## config.mk

```make
export PLATFORM = sky130hd
export DESIGN_NAME = gear_shift_actuator_control_core
export DESIGN_NICKNAME = d
export VERILOG_FILES = /design/src/hdl/gsac_pkg.sv /design/src/hdl/gsac_lowpass.sv /design/src/hdl/gear_shift_actuator_control_core.sv
export SDC_FILE = /design/constraint.sdc
export NUM_CORES = 1
export LEC_CHECK = 0
export ABC_CLOCK_PERIOD_IN_PS = 7900
export BUFFER_PORTS_ARGS = -buffer_cell sky130_fd_sc_hd__buf_2
export CORE_UTILIZATION = 55
export DETAILED_ROUTE_END_ITERATION = 8
export PLACE_DENSITY = 0.73
export SYNTH_ARGS = -nofsm -noshare
export SYNTH_HDL_FRONTEND = slang
export SYNTH_SLANG_ARGS = --single-unit
```

## constraint.sdc

```tcl
create_clock -name aclk -period 7.9 [get_ports aclk]
set_clock_uncertainty 0.2 [all_clocks]
set_input_delay 0 -clock aclk [delete_from_list [all_inputs] [get_ports aclk]]
set_output_delay 0 -clock aclk [all_outputs]
set_load 0.02 [all_outputs]
```

## src/hdl/gsac_pkg.sv

```systemverilog
package gsac_pkg;

    localparam int ADC_W   = 10;
    localparam int CHAN_W  = 3;
    localparam int DUTY_W  = 16;
    localparam int CNT_W   = 16;
    localparam int DZ_W    = 9;
    localparam int CFG_IDX_W  = 3;
    localparam int CFG_DATA_W = 10;
    // signed width for band edges around the middle position
    localparam int BAND_W  = 13;

    typedef logic [ADC_W-1:0]  adc_t;
    typedef logic [CHAN_W-1:0] chan_t;
    typedef logic [DZ_W-1:0]   dz_t;
    typedef logic [1:0]        motor_t;
    typedef logic signed [BAND_W-1:0] band_t;

    localparam motor_t MOTOR_STOP = 2'd0;
    localparam motor_t MOTOR_IN   = 2'd1;
    localparam motor_t MOTOR_OUT  = 2'd2;

    localparam logic FUNC_ADC  = 1'b0;
    localparam logic FUNC_TICK = 1'b1;

    localparam logic [1:0] BTN_UP   = 2'd1;
    localparam logic [1:0] BTN_DOWN = 2'd2;

    localparam chan_t CHAN_CURRENT  = 3'd0;
    localparam chan_t CHAN_POSITION = 3'd1;

    localparam logic [CFG_IDX_W-1:0] CFG_POS_MAX     = 3'd0;
    localparam logic [CFG_IDX_W-1:0] CFG_POS_MIN     = 3'd1;
    localparam logic [CFG_IDX_W-1:0] CFG_NEUTRAL_MAX = 3'd2;
    localparam logic [CFG_IDX_W-1:0] CFG_NEUTRAL_MIN = 3'd3;
    localparam logic [CFG_IDX_W-1:0] CFG_POS_MIDDLE  = 3'd4;
    localparam logic [CFG_IDX_W-1:0] CFG_DEAD_ZONE   = 3'd5;
    localparam logic [CFG_IDX_W-1:0] CFG_IGN_MARGIN  = 3'd6;
    localparam logic [CFG_IDX_W-1:0] CFG_CURRENT_CRIT = 3'd7;

    localparam adc_t RST_POS_MAX      = 10'd900;
    localparam adc_t RST_POS_MIN      = 10'd100;
    localparam adc_t RST_NEUTRAL_MAX  = 10'd700;
    localparam adc_t RST_NEUTRAL_MIN  = 10'd300;
    localparam adc_t RST_POS_MIDDLE   = 10'd512;
    localparam dz_t  RST_DEAD_ZONE    = 9'd20;
    localparam dz_t  RST_IGN_MARGIN   = 9'd30;
    localparam adc_t RST_CURRENT_CRIT = 10'd800;

    localparam adc_t ADC_FULL_SCALE = 10'd1023;
    localparam logic [CNT_W-1:0] CNT_SAT = 16'hFFFF;

endpackage

```

## src/hdl/gsac_lowpass.sv

```systemverilog
module gsac_lowpass
    import gsac_pkg::*;
#(
    parameter int Q = 128
) (
    input  adc_t x,
    input  adc_t old,
    output adc_t y
);

    localparam int PROD_W = 19;
    localparam logic [8:0] QW = 9'(Q);
    localparam logic [8:0] QI = 9'(256 - Q);

    logic [PROD_W-1:0] acc;

    // new = (q * x + (256 - q) * old) >> 8, truncated to 10 bits
    assign acc = PROD_W'(QW * x) + PROD_W'(QI * old);
    assign y   = acc[ADC_W+7:8];

endmodule

```

## src/hdl/gear_shift_actuator_control_core.sv

```systemverilog
// channel | ports                     | direction | accepted when
// input   | s_valid/s_ready, s_*      | in        | s_valid && s_ready
// result  | m_valid/m_ready, m_*      | out       | m_valid && m_ready
// config  | cfg_we, cfg_index, cfg_data | in      | cfg_we
//
// one word in, one word out; the result is registered on accept
// a new word is taken every cycle while the result register drains (s_ready
// follows m_ready when a result is held), so the rate is one word per cycle
// the filters and tick logic are combinational, ahead of the result register
// aresetn is synchronous, active low: state, config and m_valid go to reset values
module gear_shift_actuator_control_core
    import gsac_pkg::*;
#(
    parameter int OC_WARN_TICKS     = 20,
    parameter int OC_TRIP_TICKS     = 60,
    parameter int DUTY_MAX          = 1023,
    parameter int SCAN_CHANNELS     = 2,
    parameter int POS_FILTER_Q8     = 128,
    parameter int CURRENT_FILTER_Q8 = 128
) (
    input  logic                  aclk,
    input  logic                  aresetn,

    input  logic                  cfg_we,
    input  logic [CFG_IDX_W-1:0]  cfg_index,
    input  logic [CFG_DATA_W-1:0] cfg_data,

    input  logic                  s_valid,
    output logic                  s_ready,
    input  logic                  s_func,
    input  chan_t                 s_adc_channel,
    input  adc_t                  s_adc_sample,
    input  logic [1:0]            s_button,
    input  logic                  s_neutral_sensor,

    output logic                  m_valid,
    input  logic                  m_ready,
    output motor_t                m_motor_dir,
    output logic [DUTY_W-1:0]     m_motor_duty,
    output logic                  m_ign_cut,
    output logic                  m_bridge_enable,
    output logic                  m_shift_busy,
    output logic                  m_overcurrent_warn,
    output chan_t                 m_next_channel,
    output adc_t                  m_position
);

    localparam logic [CNT_W-1:0]  WARN_TICKS = CNT_W'(OC_WARN_TICKS);
    localparam logic [CNT_W-1:0]  TRIP_TICKS = CNT_W'(OC_TRIP_TICKS);
    localparam logic [DUTY_W-1:0] DUTY_RST   = DUTY_W'(DUTY_MAX);
    localparam logic [CHAN_W:0]   SCAN_N     = (CHAN_W+1)'(SCAN_CHANNELS);

    // configuration
    adc_t cfg_pos_max_reg, cfg_pos_min_reg, cfg_neu_max_reg, cfg_neu_min_reg;
    adc_t cfg_middle_reg, cfg_crit_reg;
    dz_t  cfg_dz_reg, cfg_ign_reg;

    // state
    adc_t              fpos_reg, fpos_next;
    adc_t              fcur_reg, fcur_next;
    chan_t             scan_reg, scan_next;
    logic              shift_reg, shift_next;
    logic              ret_max_reg, ret_max_next;
    logic              ret_min_reg, ret_min_next;
    adc_t              tmax_reg, tmax_next;
    adc_t              tmin_reg, tmin_next;
    logic [CNT_W-1:0]  oc_reg, oc_next;
    logic [DUTY_W-1:0] duty_reg, duty_next;
    motor_t            motor_reg, motor_next;
    logic              bridge_reg, bridge_next;
    logic              ign_reg, ign_next;
    logic              warn_next;
    chan_t             chan_next;

    logic              m_valid_reg;
    motor_t            o_dir_reg;
    logic [DUTY_W-1:0] o_duty_reg;
    logic              o_ign_reg, o_bridge_reg, o_busy_reg, o_warn_reg;
    chan_t             o_chan_reg;
    adc_t              o_pos_reg;

    adc_t  cur_filt, pos_filt;
    logic [CHAN_W:0] scan_inc;
    band_t pos_s, mid_s, dz_s, ign_s;
    band_t dz_hi, dz_lo, ign_hi, ign_lo;
    logic  accept;

    assign s_ready = !m_valid_reg || m_ready;
    assign accept  = s_valid && s_ready;

    gsac_lowpass #(.Q(CURRENT_FILTER_Q8)) u_cur_lp (
        .x   (s_adc_sample),
        .old (fcur_reg),
        .y   (cur_filt)
    );

    gsac_lowpass #(.Q(POS_FILTER_Q8)) u_pos_lp (
        .x   (ADC_FULL_SCALE - s_adc_sample),
        .old (fpos_reg),
        .y   (pos_filt)
    );

    assign scan_inc = {1'b0, scan_reg} + 1'b1;

    assign pos_s  = $signed({3'b000, fpos_reg});
    assign mid_s  = $signed({3'b000, cfg_middle_reg});
    assign dz_s   = $signed({4'b0000, cfg_dz_reg});
    assign ign_s  = $signed({4'b0000, cfg_ign_reg});
    assign dz_hi  = mid_s + dz_s;
    assign dz_lo  = mid_s - dz_s;
    assign ign_hi = dz_hi + ign_s;
    assign ign_lo = dz_lo - ign_s;

    always_comb begin
        fpos_next    = fpos_reg;
        fcur_next    = fcur_reg;
        scan_next    = scan_reg;
        shift_next   = shift_reg;
        ret_max_next = ret_max_reg;
        ret_min_next = ret_min_reg;
        tmax_next    = tmax_reg;
        tmin_next    = tmin_reg;
        oc_next      = oc_reg;
        duty_next    = duty_reg;
        motor_next   = motor_reg;
        bridge_next  = bridge_reg;
        ign_next     = ign_reg;
        warn_next    = 1'b0;
        chan_next    = scan_reg;

        if (s_func == FUNC_ADC) begin
            if (s_adc_channel == CHAN_CURRENT) begin
                fcur_next = cur_filt;
            end else if (s_adc_channel == CHAN_POSITION) begin
                fpos_next = pos_filt;
            end
        end else begin
            scan_next = (scan_inc >= SCAN_N) ? '0 : scan_inc[CHAN_W-1:0];

            if ((s_button == BTN_UP || s_button == BTN_DOWN) && !shift_reg &&
                !ret_max_reg && !ret_min_reg) begin
                shift_next = 1'b1;
                motor_next = (s_button == BTN_UP) ? MOTOR_IN : MOTOR_OUT;
                if (s_neutral_sensor) begin
                    tmax_next = cfg_neu_max_reg;
                    tmin_next = cfg_neu_min_reg;
                end else begin
                    tmax_next = cfg_pos_max_reg;
                    tmin_next = cfg_pos_min_reg;
                end
            end

            ign_next = (pos_s > ign_hi) || (pos_s < ign_lo);

            // limit check uses the targets just chosen
            if (!ret_max_reg && !ret_min_reg) begin
                if (fpos_reg > tmax_next) begin
                    motor_next   = MOTOR_STOP;
                    ret_max_next = 1'b1;
                end else if (fpos_reg < tmin_next) begin
                    motor_next   = MOTOR_STOP;
                    ret_min_next = 1'b1;
                end
            end

            if (fcur_reg > cfg_crit_reg) begin
                if (oc_reg != CNT_SAT) begin
                    oc_next = oc_reg + 1'b1;
                end
            end else if (oc_reg != '0) begin
                oc_next = oc_reg - 1'b1;
            end

            warn_next = oc_next > WARN_TICKS;
            if (warn_next && pos_s > dz_hi) begin
                ret_min_next = 1'b0;
                ret_max_next = 1'b1;
            end
            if (warn_next && pos_s < dz_lo) begin
                ret_min_next = 1'b1;
                ret_max_next = 1'b0;
            end
            // trip latches until reset
            if (oc_next > TRIP_TICKS) begin
                duty_next   = '0;
                bridge_next = 1'b0;
            end

            if (ret_max_next) begin
                if (pos_s > dz_hi) begin
                    motor_next = MOTOR_IN;
                end else begin
                    motor_next   = MOTOR_STOP;
                    ret_max_next = 1'b0;
                    ret_min_next = 1'b0;
                    shift_next   = 1'b0;
                end
            end
            if (ret_min_next) begin
                if (pos_s < dz_lo) begin
                    motor_next = MOTOR_OUT;
                end else begin
                    motor_next   = MOTOR_STOP;
                    ret_max_next = 1'b0;
                    ret_min_next = 1'b0;
                    shift_next   = 1'b0;
                end
            end
        end
    end

    always_ff @(posedge aclk) begin
        if (!aresetn) begin
            cfg_pos_max_reg <= RST_POS_MAX;
            cfg_pos_min_reg <= RST_POS_MIN;
            cfg_neu_max_reg <= RST_NEUTRAL_MAX;
            cfg_neu_min_reg <= RST_NEUTRAL_MIN;
            cfg_middle_reg  <= RST_POS_MIDDLE;
            cfg_dz_reg      <= RST_DEAD_ZONE;
            cfg_ign_reg     <= RST_IGN_MARGIN;
            cfg_crit_reg    <= RST_CURRENT_CRIT;
        end else if (cfg_we) begin
            unique case (cfg_index)
                CFG_POS_MAX:      cfg_pos_max_reg <= cfg_data;
                CFG_POS_MIN:      cfg_pos_min_reg <= cfg_data;
                CFG_NEUTRAL_MAX:  cfg_neu_max_reg <= cfg_data;
                CFG_NEUTRAL_MIN:  cfg_neu_min_reg <= cfg_data;
                CFG_POS_MIDDLE:   cfg_middle_reg  <= cfg_data;
                CFG_DEAD_ZONE:    cfg_dz_reg      <= cfg_data[DZ_W-1:0];
                CFG_IGN_MARGIN:   cfg_ign_reg     <= cfg_data[DZ_W-1:0];
                CFG_CURRENT_CRIT: cfg_crit_reg    <= cfg_data;
                default:          cfg_crit_reg    <= cfg_crit_reg;
            endcase
        end
    end

    always_ff @(posedge aclk) begin
        if (!aresetn) begin
            fpos_reg    <= '0;
            fcur_reg    <= '0;
            scan_reg    <= '0;
            shift_reg   <= 1'b0;
            ret_max_reg <= 1'b0;
            ret_min_reg <= 1'b0;
            tmax_reg    <= RST_POS_MAX;
            tmin_reg    <= RST_POS_MIN;
            oc_reg      <= '0;
            duty_reg    <= DUTY_RST;
            motor_reg   <= MOTOR_STOP;
            bridge_reg  <= 1'b1;
            ign_reg     <= 1'b0;
        end else if (accept) begin
            fpos_reg    <= fpos_next;
            fcur_reg    <= fcur_next;
            scan_reg    <= scan_next;
            shift_reg   <= shift_next;
            ret_max_reg <= ret_max_next;
            ret_min_reg <= ret_min_next;
            tmax_reg    <= tmax_next;
            tmin_reg    <= tmin_next;
            oc_reg      <= oc_next;
            duty_reg    <= duty_next;
            motor_reg   <= motor_next;
            bridge_reg  <= bridge_next;
            ign_reg     <= ign_next;
        end
    end

    always_ff @(posedge aclk) begin
        if (!aresetn) begin
            m_valid_reg <= 1'b0;
        end else if (accept) begin
            m_valid_reg <= 1'b1;
        end else if (m_ready) begin
            m_valid_reg <= 1'b0;
        end
    end

    // result word, no reset needed
    always_ff @(posedge aclk) begin
        if (accept) begin
            o_dir_reg    <= motor_next;
            o_duty_reg   <= (motor_next == MOTOR_STOP) ? '0 : duty_next;
            o_ign_reg    <= ign_next;
            o_bridge_reg <= bridge_next;
            o_busy_reg   <= shift_next || ret_max_next || ret_min_next;
            o_warn_reg   <= warn_next;
            o_chan_reg   <= chan_next;
            o_pos_reg    <= fpos_next;
        end
    end

    assign m_valid            = m_valid_reg;
    assign m_motor_dir        = o_dir_reg;
    assign m_motor_duty       = o_duty_reg;
    assign m_ign_cut          = o_ign_reg;
    assign m_bridge_enable    = o_bridge_reg;
    assign m_shift_busy       = o_busy_reg;
    assign m_overcurrent_warn = o_warn_reg;
    assign m_next_channel     = o_chan_reg;
    assign m_position         = o_pos_reg;

endmodule
```

==> impl_metrics.tcl, run 1 <==
set metrics [dict create \
    run_status "finished with violations" \
    failing_checks "hold timing" \
    crit_path_start_kind "register" \
    grt_setup_unrepaired "no" \
    synth-edff-count 35 \
    gpl.final_weighted_congestion 0.933 \
    cts.reportedPaths.clkPinSlew_ps 90 \
    least_margin_pin_slew_ps 1080 \
    yosys-top-cells-count "sky130_fd_sc_hd__nand2_1 (252), sky130_fd_sc_hd__dfxtp_1 (161), sky130_fd_sc_hd__a21oi_1 (159)" \
    critPathCaptureType "register" \
    top_cells_by_area_in_the_synthesized_netlist "sky130_fd_sc_hd__dfxtp_1 (26%), sky130_fd_sc_hd__ha_1 (13%), sky130_fd_sc_hd__edfxtp_1 (8.4%), sky130_fd_sc_hd__nand2_1 (7.5%), sky130_fd_sc_hd__a21oi_1 (6.3%)" \
    num_antenna_cells 0 \
    layout.filler_cells 1949 \
    timing.critical_path.slowest_cell_delay_ps 510 \
    area_growth_syn_to_layout_pct 11.0 \
    postSynth.asyncResetShare 0 \
    warnings_synthesis 0 \
    critical_path_class "register to register" \
    worstSkewPairLatency_ps 450 \
    ctsHtreeMaxLevel 4 \
    crit-reg2reg-capture "m_motor_duty[12]$_SDFFCE_PN0P_" \
    grt_pass1_vias 10700 \
    route.vias.total 11200 \
    timing.critical_path.from "cfg_dz_reg[1]$_SDFFE_PN0P_" \
    worstHoldPathType "primary input to register" \
    dp.final_hpwl_um 23300 \
    hold_path_depth 5 \
    setup_viol 0 \
    worst_ir_drop_vdd_mv 0.173 \
    ys_dominant_reg_cell "sky130_fd_sc_hd__dfxtp_1" \
    post_synth_instance_area_sq_um 12600 \
    final.hold.worst_slack_ps -2.22 \
    cts_inserted_buffers 17 \
    fin_tns_setup_ps 0 \
    timing.max_slew.rel_slack 0.277 \
    timing.final.crit_period_ps 5090 \
    synth-seq-area-share 0.340 \
    min_period_over_period 0.644 \
    layout-drive-gt1-share 0.0875 \
    flip_flop_and_latch_count_after_synthesis 196 \
    regToRegStartpoint "cfg_dz_reg[1]$_SDFFE_PN0P_" \
    drt_drc_violations_left 0 \
    grt_total_usage 0.291 \
    floorplan.initialDensity 0.570 \
    slew_violations 0 \
    power.static_leakage_nw 6.09 \
    cp_num_buf_inv 2 \
    crit_family "compound AO/OA/AOI/OAI gates" \
    synth_area_per_cell_sq_um 8.10 \
    detail_route.vias_per_cell 5.89 \
    avgRoutedWirePerCell_um 17.6 \
    clk_root_buffer_cell "sky130_fd_sc_hd__clkbuf_16" \
    syn-num-nets 1721 \
    hold_viol 1 \
    cts_num_sinks 196 \
    initialDrtViolationCount 979 \
    cp_max_fo 16 \
    worst_r2r_path_depth 20 \
    critical_path.most_common_cell "sky130_fd_sc_hd__a21oi_1" \
    design.die.area_sq_um 23500 \
    synth.distinct_cells 83 \
    hold_path.startpoint "s_adc_channel[2]" \
    fin_nets 1777 \
    maximum_number_of_pins_on_one_net_before_global_route_repair 63 \
    netlist.top_cell.by_area "sky130_fd_sc_hd__dfxtp_1" \
    min_delay_worst_endpoint "m_position[9]$_DFFE_PP_" \
    grt_first_pass_wirelength_um 54700 \
    routed_wirelength_um 33400 \
    cellPowerDensity_nw_per_um2 244 \
    dieWidth_um 153 \
    num_io_pins 72 \
    cts_tree "done" \
    critical_path_required_ps 8010 \
    detailedRoute.firstPassIterationCount 7 \
    achievable_frequency_ghz 0.196 \
    regToRegSetupSlack_ps 2810 \
    clock_path_buffers 2 \
    crit_chain "inv_1, ha_1, inv_1, a21oi_1, o21a_1, o21bai_1, a221oi_1, o41ai_1, nor2_1, xnor2_1, ha_1, nand4_1, a21oi_1, o41ai_1, a21oi_1, nand2_1, o311a_1, o2111a_1, o31ai_4, and2_1" \
    synth.most_common_cell "sky130_fd_sc_hd__nand2_1" \
    chipHeight_um 153 \
    worst_ep_arrival_time_ps 5200 \
    drtAntennaViolNets 0 \
    max_cap_viol_count 0 \
    globalRoute.totalOverflow 0 \
    antenna_found_initial 0 \
    synthesis.instances 1554 \
    crit_slowest_cell "sky130_fd_sc_hd__o41ai_1" \
    num_rows 54 \
    place.port_buffers 71 \
    p_total_mw 3.41 \
    netlist.area_leader.share 0.256 \
    core-area_sq_um 22100 \
]
## logic make-up (layout without fill, tap and decap cells)
logic type,count (synthesis),count (layout),synth area share
XOR/XNOR,53,53,0.0369
multiplexers,31,31,0.0251
adder cells (fa/ha/maj),132,132,0.135
flip-flops,196,196,0.340
buffers and inverters,185,254,0.0582
AO/OA/AOI/OAI,403,403,0.196
AND/OR/NAND/NOR,554,554,0.210
## per-stage QoR
step	instance area (sq um)	hold slack [ps]	util	cells	setup WS [ps]
2_1_floorplan	12600	-76.0	-	1554	3620
3_3_place_gp	13100	45.9	0.591	1843	3020
3_5_place_dp	13100	58.4	0.591	1843	2830
4_1_cts	14000	0.212	0.632	1903	2800
5_1_grt	14000	38.1	0.632	1903	2420
6_report	14000	-2.22	0.632	1903	2810
## power by group
group | leakage, nW | internal [mW] | switching [mW]
clock network | 0.302 | 0.464 | 0.472
registers | 1.66 | 1.11 | 0.0966
logic | 4.13 | 0.498 | 0.769
## cell usage in the layout (no fill, tap or decap), drive strengths merged, types with 38 or more instances in the layout
| master | Yosys | routed |
|---|---|---|
| nand2 | 252 | 252 |
| dfxtp | 161 | 161 |
| a21oi | 159 | 159 |
| ha | 126 | 126 |
| inv | 113 | 119 |
| o21ai | 102 | 102 |
| nor2 | 100 | 100 |
| buf | 12 | 79 |
| xnor2 | 40 | 40 |
| nand3 | 38 | 38 |
## area by class of cell
type	count	area, sq um	share of cell area
clock buffers	17	425	0.0304
clock inverters	15	209	0.0150
inverters	115	432	0.0309
multi-input cells	1173	7590	0.543
flip-flops and latches	196	4270	0.306
well taps	280	350	0.0251
repair buffers	107	696	0.0498
## repair_timing
| item | in CTS | in global routing |
|---|---|---|
| endpoints found under the hold margin | 97 | 0 |
| hold buffers | 28 | 0 |
| gates resized for setup | 0 | 0 |
| buffers inserted | 0 | 0 |
## layer usage
| metal | part of all wire | vias up | GRT usage |
|---|---|---|---|
| met5 | 0 | - | 0 |
| met1 | 0.46 | 5260 | 0.389 |
| met4 | 0.013 | 0 | 0.0823 |
| met2 | 0.47 | 380 | 0.489 |
| met3 | 0.060 | 41 | 0.0394 |
| li1 | - | 5524 | - |
## worst max-delay path by stage
stage / end / slack [ps] / cells after the start
floorplan: m_motor_duty[10]$_SDFFCE_PN0P_ / 3620 / 21
global placement: m_motor_duty[12]$_SDFFCE_PN0P_ / 3020 / 20
detailed placement: m_motor_duty[12]$_SDFFCE_PN0P_ / 2830 / 20
CTS: m_motor_duty[12]$_SDFFCE_PN0P_ / 2800 / 20
global route: m_motor_duty[9]$_SDFFCE_PN0P_ / 2420 / 20
finish: m_motor_duty[12]$_SDFFCE_PN0P_ / 2810 / 20
## worst reg2reg max path: cells and delay by family (launching register included)
family / cells / cell delay (ps)
flip-flops: 1 / 410
buffers and inverters: 2 / 170
AND/OR/NAND/NOR: 4 / 670
XOR/XNOR: 1 / 190
adder cells (fa/ha/maj): 2 / 610
AO/OA/AOI/OAI: 11 / 2710
(Power assumes the default switching activity.)
==> run 2, diff against run 1 <==
--- a/config.mk
+++ b/config.mk
@@ -5,7 +5,7 @@
 export SDC_FILE = /design/constraint.sdc
 export NUM_CORES = 1
 export LEC_CHECK = 0
-export ABC_CLOCK_PERIOD_IN_PS = 7900
+export ABC_CLOCK_PERIOD_IN_PS = 5000
 export BUFFER_PORTS_ARGS = -buffer_cell sky130_fd_sc_hd__buf_2
 export CORE_UTILIZATION = 55
 export DETAILED_ROUTE_END_ITERATION = 8
==> constraint.sdc (replaced) <==
create_clock -name aclk -period 5 [get_ports aclk]
set_clock_uncertainty 0.2 [all_clocks]
set_input_delay 0 -clock aclk [delete_from_list [all_inputs] [get_ports aclk]]
set_output_delay 0 -clock aclk [all_outputs]
set_load 0.02 [all_outputs]
==> run 2 against run 1 <==
Effect of this change: the flow now finishes without violations; total power grew 58%; core utilization rose by 0.71 points; maximum frequency grew 8.5%; sequential share of layout area is 0.34 points lower; flip-flop and latch count is the same; sequential power grew 58%; critical endpoint is now m_ign_cut$_DFFE_PP_; critical path depth is 1 higher; clock power increased by 56%.
==> impl_metrics.tcl, run 2 (synthesized netlist as in run 1, its figures left out) <==
set metrics [dict create \
    layout.filler_cells 1904 \
    p_total_mw 5.39 \
    worst_r2r_path_depth 21 \
    p_seq_frac 0.352 \
    cts.reportedPaths.clkPinSlew_ps 90 \
    internal_power_mw 3.29 \
    critPathCaptureType "register" \
    maximum_number_of_pins_on_one_net_before_global_route_repair 63 \
    routed_wirelength_um 33200 \
    critical_path_required_ps 5000 \
    grt_setup_unrepaired "no" \
    hold_path.startpoint "s_adc_sample[8]" \
    achievable_frequency_ghz 0.213 \
    core-area_sq_um 22100 \
    regToRegSetupSlack_ps 310 \
    regToRegStartpoint "cfg_middle_reg[0]$_SDFFE_PN0P_" \
    worstSkewPairLatency_ps 440 \
    clk_root_buffer_cell "sky130_fd_sc_hd__clkbuf_16" \
    footprint_of_the_flip_flops_and_latches_sq_um 4270 \
    multi_input_comb_area_sq_um 7590 \
    detail_route.vias_per_cell 5.89 \
    num_io_pins 72 \
    hold_path_depth 5 \
    hold_viol 0 \
    num_rows 54 \
    cellPowerDensity_nw_per_um2 381 \
    power_frac_clock 0.272 \
    dieWidth_um 153 \
    net_load_switching_power_mw 2.10 \
    numPlacedInstances 1851 \
    crit-reg2reg-capture "m_ign_cut$_DFFE_PP_" \
    grt_total_usage 0.288 \
    cp_max_fo 3 \
    gpl.final_weighted_congestion 0.930 \
    fin_tns_setup_ps 0 \
    critical_path_class "register to register" \
    detailedRoute.firstPassIterationCount 6 \
    clock_path_buffers 2 \
    place.port_buffers 71 \
    cts_inserted_buffers 17 \
    slew_violations 0 \
    grt_pass1_vias 10700 \
    drt_drc_violations_left 0 \
    floorplan.initialDensity 0.570 \
    fin_area_sq_um 14100 \
    max_cap_viol_count 0 \
    dp.final_hpwl_um 23500 \
    run_status "finished clean" \
    crit_path_start_kind "register" \
    initialDrtViolationCount 1011 \
    final-instance-count-excl-fill 1920 \
    chipHeight_um 153 \
    design.die.area_sq_um 23500 \
    min_delay_worst_endpoint "fcur_reg[7]$_SDFFE_PN0P_" \
    route.vias.total 11300 \
    fin_nets 1793 \
    most_frequent_cells_in_the_layout "sky130_fd_sc_hd__nand2_1 (251), sky130_fd_sc_hd__dfxtp_1 (161), sky130_fd_sc_hd__a21oi_1 (159), sky130_fd_sc_hd__ha_1 (126), sky130_fd_sc_hd__inv_1 (112)" \
    power_switching_share 0.389 \
    avgRoutedWirePerCell_um 17.3 \
    layout-drive-gt1-share 0.0940 \
    layout.cells.most_common "sky130_fd_sc_hd__nand2_1" \
    antenna_found_initial 1 \
    area_growth_syn_to_layout_pct 12.3 \
    setup_viol 0 \
    min_period_over_period 0.939 \
    timing.max_slew.rel_slack 0.239 \
    worst_ep_arrival_time_ps 4690 \
    worstHoldPathType "primary input to register" \
    power.static_leakage_nw 6.18 \
    drtAntennaViolNets 0 \
    timing.final.crit_period_ps 4690 \
    cts_num_sinks 196 \
    grt_first_pass_wirelength_um 54000 \
    final.hold.worst_slack_ps 35.3 \
    cell_area_reported_after_detailed_placement_sq_um 13100 \
    cts_tree "done" \
    least_margin_pin_slew_ps 1130 \
    globalRoute.totalOverflow 0 \
    worst_ir_drop_vdd_mv 0.300 \
    pwr-share-comb 0.376 \
    ctsHtreeMaxLevel 4 \
]
==> run 2: cell types whose count changed in the layout (fill, tap and decap cells not counted), sizes merged <==
cell	delta
buf	+12
dlygate4sd3	+4
clkinv	+1
clkinvlp	-1
diode	+1
==> run 2: worst max path at each step <==
stage,depth (start not counted),start,end,slack (ps)
after global placement,21,cfg_dz_reg[1]$_SDFFE_PN0P_,m_motor_duty[11]$_SDFFCE_PN0P_,310
after detailed placement,21,cfg_dz_reg[1]$_SDFFE_PN0P_,m_motor_duty[0]$_SDFFCE_PN0P_,190
after CTS,21,cfg_dz_reg[1]$_SDFFE_PN0P_,m_motor_duty[0]$_SDFFCE_PN0P_,150
final,21,cfg_middle_reg[0]$_SDFFE_PN0P_,m_ign_cut$_DFFE_PP_,310
after global routing,22,cfg_dz_reg[1]$_SDFFE_PN0P_,m_motor_duty[9]$_SDFFCE_PN0P_,20
after floorplan,21,cfg_dz_reg[1]$_SDFFE_PN0P_,m_motor_duty[10]$_SDFFCE_PN0P_,720
==> run 2: layout make-up <==
cell class,count,area share
clock buffers,17,0.0301
multi-input cells,1173,0.537
clock inverters,15,0.0147
inverters,115,0.0306
diodes,1,0.000177
repair buffers,123,0.0602
well taps,280,0.0248
flip-flops and latches,196,0.303
==> run 2: routing by layer <==
| layer | part of all wire | up-vias | GRT usage |
|---|---|---|---|
| met4 | 0.018 | 0 | 0.0871 |
| met3 | 0.073 | 59 | 0.0454 |
| li1 | - | 5576 | - |
| met2 | 0.45 | 408 | 0.470 |
| met5 | 0 | - | 0 |
| met1 | 0.46 | 5265 | 0.392 |
==> run 2: through the flow <==
step / utilization / setup slack, ps
global route: 0.639 / 16.3
global placement: 0.594 / 314
finish: 0.639 / 307
detailed placement: 0.594 / 187
CTS: 0.637 / 152
floorplan: - / 716
==> run 2: power groups by stage <==
stage / Combinational (mW) / Clock [mW] / Sequential, mW
floorplan: 1.52 / 0 / 1.90
global placement: 1.93 / 0 / 1.93
detailed placement: 1.93 / 0 / 1.93
CTS: 1.97 / 1.48 / 1.89
global route: 2.22 / 1.54 / 1.92
finish: 2.03 / 1.46 / 1.90
==> run 2: what timing repair did <==
action	4_1_cts	5_1_grt
hold buffers	32	0
setup endpoints to repair	0	17
buffers inserted	0	4
resized for setup	0	1
endpoints found under the hold margin	106	0
==> run 2: critical path, cell delays in order, from the launching register on <==
cell and delay (ps):
sky130_fd_sc_hd__dfxtp_1 340, sky130_fd_sc_hd__inv_1 60, sky130_fd_sc_hd__ha_1 170, sky130_fd_sc_hd__inv_1 60
sky130_fd_sc_hd__fa_1 410, sky130_fd_sc_hd__a21o_1 180, sky130_fd_sc_hd__a21oi_1 270, sky130_fd_sc_hd__xnor2_1 240
sky130_fd_sc_hd__ha_1 300, sky130_fd_sc_hd__inv_1 90, sky130_fd_sc_hd__a21oi_1 50, sky130_fd_sc_hd__o21ai_0 260
sky130_fd_sc_hd__a21boi_0 130, sky130_fd_sc_hd__o21ai_0 220, sky130_fd_sc_hd__a21boi_0 160, sky130_fd_sc_hd__a21o_1 180
sky130_fd_sc_hd__ha_1 270, sky130_fd_sc_hd__o21ai_0 80, sky130_fd_sc_hd__a21oi_1 160, sky130_fd_sc_hd__o32ai_1 100
sky130_fd_sc_hd__a32o_1 240, sky130_fd_sc_hd__mux2_2 270
==> run 3, diff against run 2 <==
--- a/config.mk
+++ b/config.mk
@@ -7,9 +7,10 @@
 export LEC_CHECK = 0
 export ABC_CLOCK_PERIOD_IN_PS = 5000
 export BUFFER_PORTS_ARGS = -buffer_cell sky130_fd_sc_hd__buf_2
-export CORE_UTILIZATION = 55
+export CORE_UTILIZATION = 50
 export DETAILED_ROUTE_END_ITERATION = 8
-export PLACE_DENSITY = 0.73
+export PLACE_DENSITY = 0.67
 export SYNTH_ARGS = -nofsm -noshare
 export SYNTH_HDL_FRONTEND = slang
+export SYNTH_HIERARCHICAL = 1
 export SYNTH_SLANG_ARGS = --single-unit
==> run 3 against run 2 <==
Effect of this change: count of clock-buffer cells in the layout increased by 4; worst setup slack improved by 69 ps; first-iteration DRC count is 9.5% higher; sequential share of layout area decreased by 1.0 points; core utilization is 6.6 points lower; largest power group unchanged; non-clock buffer count increased by 2; clock power is 5% lower; largest cell class unchanged.
==> impl_metrics.tcl, run 3 <==
set metrics [dict create \
    multi_input_comb_area_sq_um 8120 \
    core-area_sq_um 25500 \
    cell_area_reported_after_detailed_placement_sq_um 13700 \
    synth_simple_gate_area_share 0.207 \
    synth-compound-area-share 0.206 \
    ctsHtreeMaxLevel 4 \
    net_load_switching_power_mw 3.06 \
    fin_area_sq_um 14600 \
    num_rows 58 \
    drt_drc_violations_left 0 \
    synth-seq-area-share 0.326 \
    power_frac_clock 0.201 \
    critical_path.most_common_cell "sky130_fd_sc_hd__o21ai_0" \
    synth.distinct_cells 91 \
    synthMuxAreaShare 0.0422 \
    run_status "finished clean" \
    final-instance-count-excl-fill 2029 \
    regToRegSetupSlack_ps 380 \
    worst_ep_arrival_time_ps 4600 \
    cp_num_buf_inv 4 \
    route.vias.total 11800 \
    antenna_found_initial 0 \
    layout.filler_cells 2328 \
    netlist.area_leader.share 0.246 \
    worstHoldPathType "primary input to register" \
    area_growth_syn_to_layout_pct 11.3 \
    initialDrtViolationCount 1107 \
    dp.final_hpwl_um 25300 \
    cts_inserted_buffers 17 \
    pwr-share-comb 0.499 \
    gpl.final_weighted_congestion 0.927 \
    critPathCaptureType "register" \
    crit_slowest_cell "sky130_fd_sc_hd__a2111o_1" \
    crit_path_start_kind "register" \
    hold_viol 0 \
    crit_family "compound AO/OA/AOI/OAI gates" \
    worstSkewPairLatency_ps 440 \
    timing.max_slew.rel_slack 0.250 \
    synth_area_per_cell_sq_um 8.06 \
    drtAntennaViolNets 0 \
    numPlacedInstances 1966 \
    least_margin_pin_slew_ps 1120 \
    achievable_frequency_ghz 0.216 \
    grt_pass1_vias 10800 \
    maximum_number_of_pins_on_one_net_before_global_route_repair 51 \
    ys_dominant_reg_cell "sky130_fd_sc_hd__dfxtp_1" \
    p_seq_frac 0.301 \
    detail_route.vias_per_cell 5.83 \
    min_period_over_period 0.925 \
    fin_nets 1854 \
    num_io_pins 72 \
    grt_total_usage 0.264 \
    crit_chain "inv_1, ha_1, nor2b_1, o21ai_0, a21boi_0, o21ai_0, a211oi_1, nor2_1, a211oi_2, inv_1, ha_1, a2111o_1, nor3_1, o31a_1, buf_4, o21ai_4, o211ai_2, buf_4, o21ai_0" \
    grt_setup_unrepaired "no" \
    cts_num_sinks 196 \
    netlist.top_cell.by_area "sky130_fd_sc_hd__dfxtp_1" \
    routed_wirelength_um 34800 \
    synth_top_family_by_area "simple AND/OR/NAND/NOR gates" \
    timing.final.crit_period_ps 4620 \
    most_frequent_cells_in_the_layout "sky130_fd_sc_hd__nand2_1 (243), sky130_fd_sc_hd__dfxtp_1 (161), sky130_fd_sc_hd__a21oi_1 (145), sky130_fd_sc_hd__ha_1 (127), sky130_fd_sc_hd__nor2_1 (123)" \
    timing.critical_path.slowest_cell_delay_ps 410 \
    yosys-top-cells-count "sky130_fd_sc_hd__nand2_1 (244), sky130_fd_sc_hd__dfxtp_1 (161), sky130_fd_sc_hd__a21oi_1 (145)" \
    chipHeight_um 164 \
    flip_flop_and_latch_count_after_synthesis 196 \
    avgRoutedWirePerCell_um 17.2 \
    cts.reportedPaths.clkPinSlew_ps 80 \
    syn-num-nets 1796 \
    cts_tree "done" \
    internal_power_mw 3.87 \
    max_cap_viol_count 0 \
    power_switching_share 0.442 \
    synth-edff-count 35 \
    critical_path_class "register to register" \
    place.port_buffers 71 \
    top_cells_by_area_in_the_synthesized_netlist "sky130_fd_sc_hd__dfxtp_1 (25%), sky130_fd_sc_hd__ha_1 (12%), sky130_fd_sc_hd__edfxtp_1 (8.0%), sky130_fd_sc_hd__nand2_1 (7.0%), sky130_fd_sc_hd__a21oi_1 (5.5%)" \
    floorplan.initialDensity 0.515 \
    num_antenna_cells 0 \
    fin_tns_setup_ps 0 \
    globalRoute.totalOverflow 0 \
    detailedRoute.firstPassIterationCount 7 \
    cp_max_fo 16 \
    synthesis.instances 1628 \
    slew_violations 0 \
    warnings_synthesis 6 \
    clk_root_buffer_cell "sky130_fd_sc_hd__clkbuf_16" \
    p_total_mw 6.93 \
    post_synth_instance_area_sq_um 13100 \
    clock_path_buffers 2 \
    worst_ir_drop_vdd_mv 0.654 \
    grt_first_pass_wirelength_um 55900 \
    setup_viol 0 \
    dieWidth_um 164 \
    fin_util 0.574 \
    postSynth.asyncResetShare 0 \
    layout.cells.most_common "sky130_fd_sc_hd__nand2_1" \
    power.static_leakage_nw 6.30 \
    post_synth_fa_ha_maj_area_fraction 0.130 \
    critical_path_required_ps 4980 \
    synth.most_common_cell "sky130_fd_sc_hd__nand2_1" \
    footprint_of_the_flip_flops_and_latches_sq_um 4270 \
    cellPowerDensity_nw_per_um2 475 \
    design.die.area_sq_um 26900 \
    synth_xor_xnor_area_share 0.0307 \
    layout-drive-gt1-share 0.105 \
]
## run 3: changes by cell type after synthesis, sizes merged, moves of 8 or more
cell / before / now
nand3: 38 / 78
o211ai: 23 / 34
a21oi: 159 / 147
nand4: 22 / 14
mux2i: 27 / 43
inv: 113 / 102
nor2: 100 / 124
buf: 12 / 30
and2: 30 / 13
## run 3: cell type report
class                      count  share of cell area
clock buffer                  21              0.0330
tap                          330              0.0283
sequential                   196               0.292
clock inverter                11             0.00719
multi-input combinational   1243               0.556
timing repair buffer         125              0.0568
inverter                     103              0.0265
## run 3: logic make-up after synthesis
family	after synthesis
simple gates	588
fa+ha+maj	133
compound gates	422
xor+xnor	46
mux	54
flops	196
buf+inv	189
## run 3: through the flow
stage | setup slack (ps) | hold slack (ps)
final | 377 | 25.6
after global routing | 36.8 | 36.9
after CTS | 158 | 13.2
after detailed placement | 213 | 65.8
after global placement | 416 | 54.0
after floorplan | 783 | -76.0
## run 3: worst min-delay path, delay by kind of cell
| family | cells | cell delay, ps |
|---|---|---|
| AND/OR/NAND/NOR | 1 | 40 |
| buffers and inverters | 2 | 260 |
| multiplexers | 1 | 240 |
## run 3: what timing repair did
action | 4_1_cts | 5_1_grt
endpoints found under the hold margin | 93 | 0
setup buffers | 0 | 3
hold buffers | 28 | 0
resized for setup | 0 | 2
endpoints found under the setup margin | 0 | 17
## run 3: final timing paths
check                                          to                             from  depth (start not counted)
hold reg to reg   cfg_pos_min_reg[1]$_SDFFE_PN0P_  cfg_pos_min_reg[1]$_SDFFE_PN0P_                          2
setup / recovery    m_motor_duty[4]$_SDFFCE_PN0P_       cfg_dz_reg[1]$_SDFFE_PN0P_                         19
setup reg to reg    m_motor_duty[4]$_SDFFCE_PN0P_       cfg_dz_reg[1]$_SDFFE_PN0P_                         19
hold / removal            m_position[7]$_DFFE_PP_                 s_adc_channel[2]                          4
## run 3: layer usage
layer | GRT usage | part of all wire | wire length (um) | vias up
met4 | 0.0758 | 0.020 | 704 | 0
met2 | 0.420 | 0.44 | 15400 | 373
met5 | 0 | 0 | 0 | -
met3 | 0.0293 | 0.053 | 1860 | 47
met1 | 0.374 | 0.48 | 16900 | 5532
li1 | - | - | - | 5884
## run 3: power groups by stage
| stage | combinational (mW) | sequential, mW | clock [mW] |
|---|---|---|---|
| finish | 3.46 | 2.08 | 1.39 |
| global route | 3.78 | 2.12 | 1.49 |
| CTS | 3.41 | 2.08 | 1.41 |
| detailed placement | 3.38 | 2.11 | 0 |
| global placement | 3.34 | 2.11 | 0 |
| floorplan | 2.70 | 2.04 | 0 |
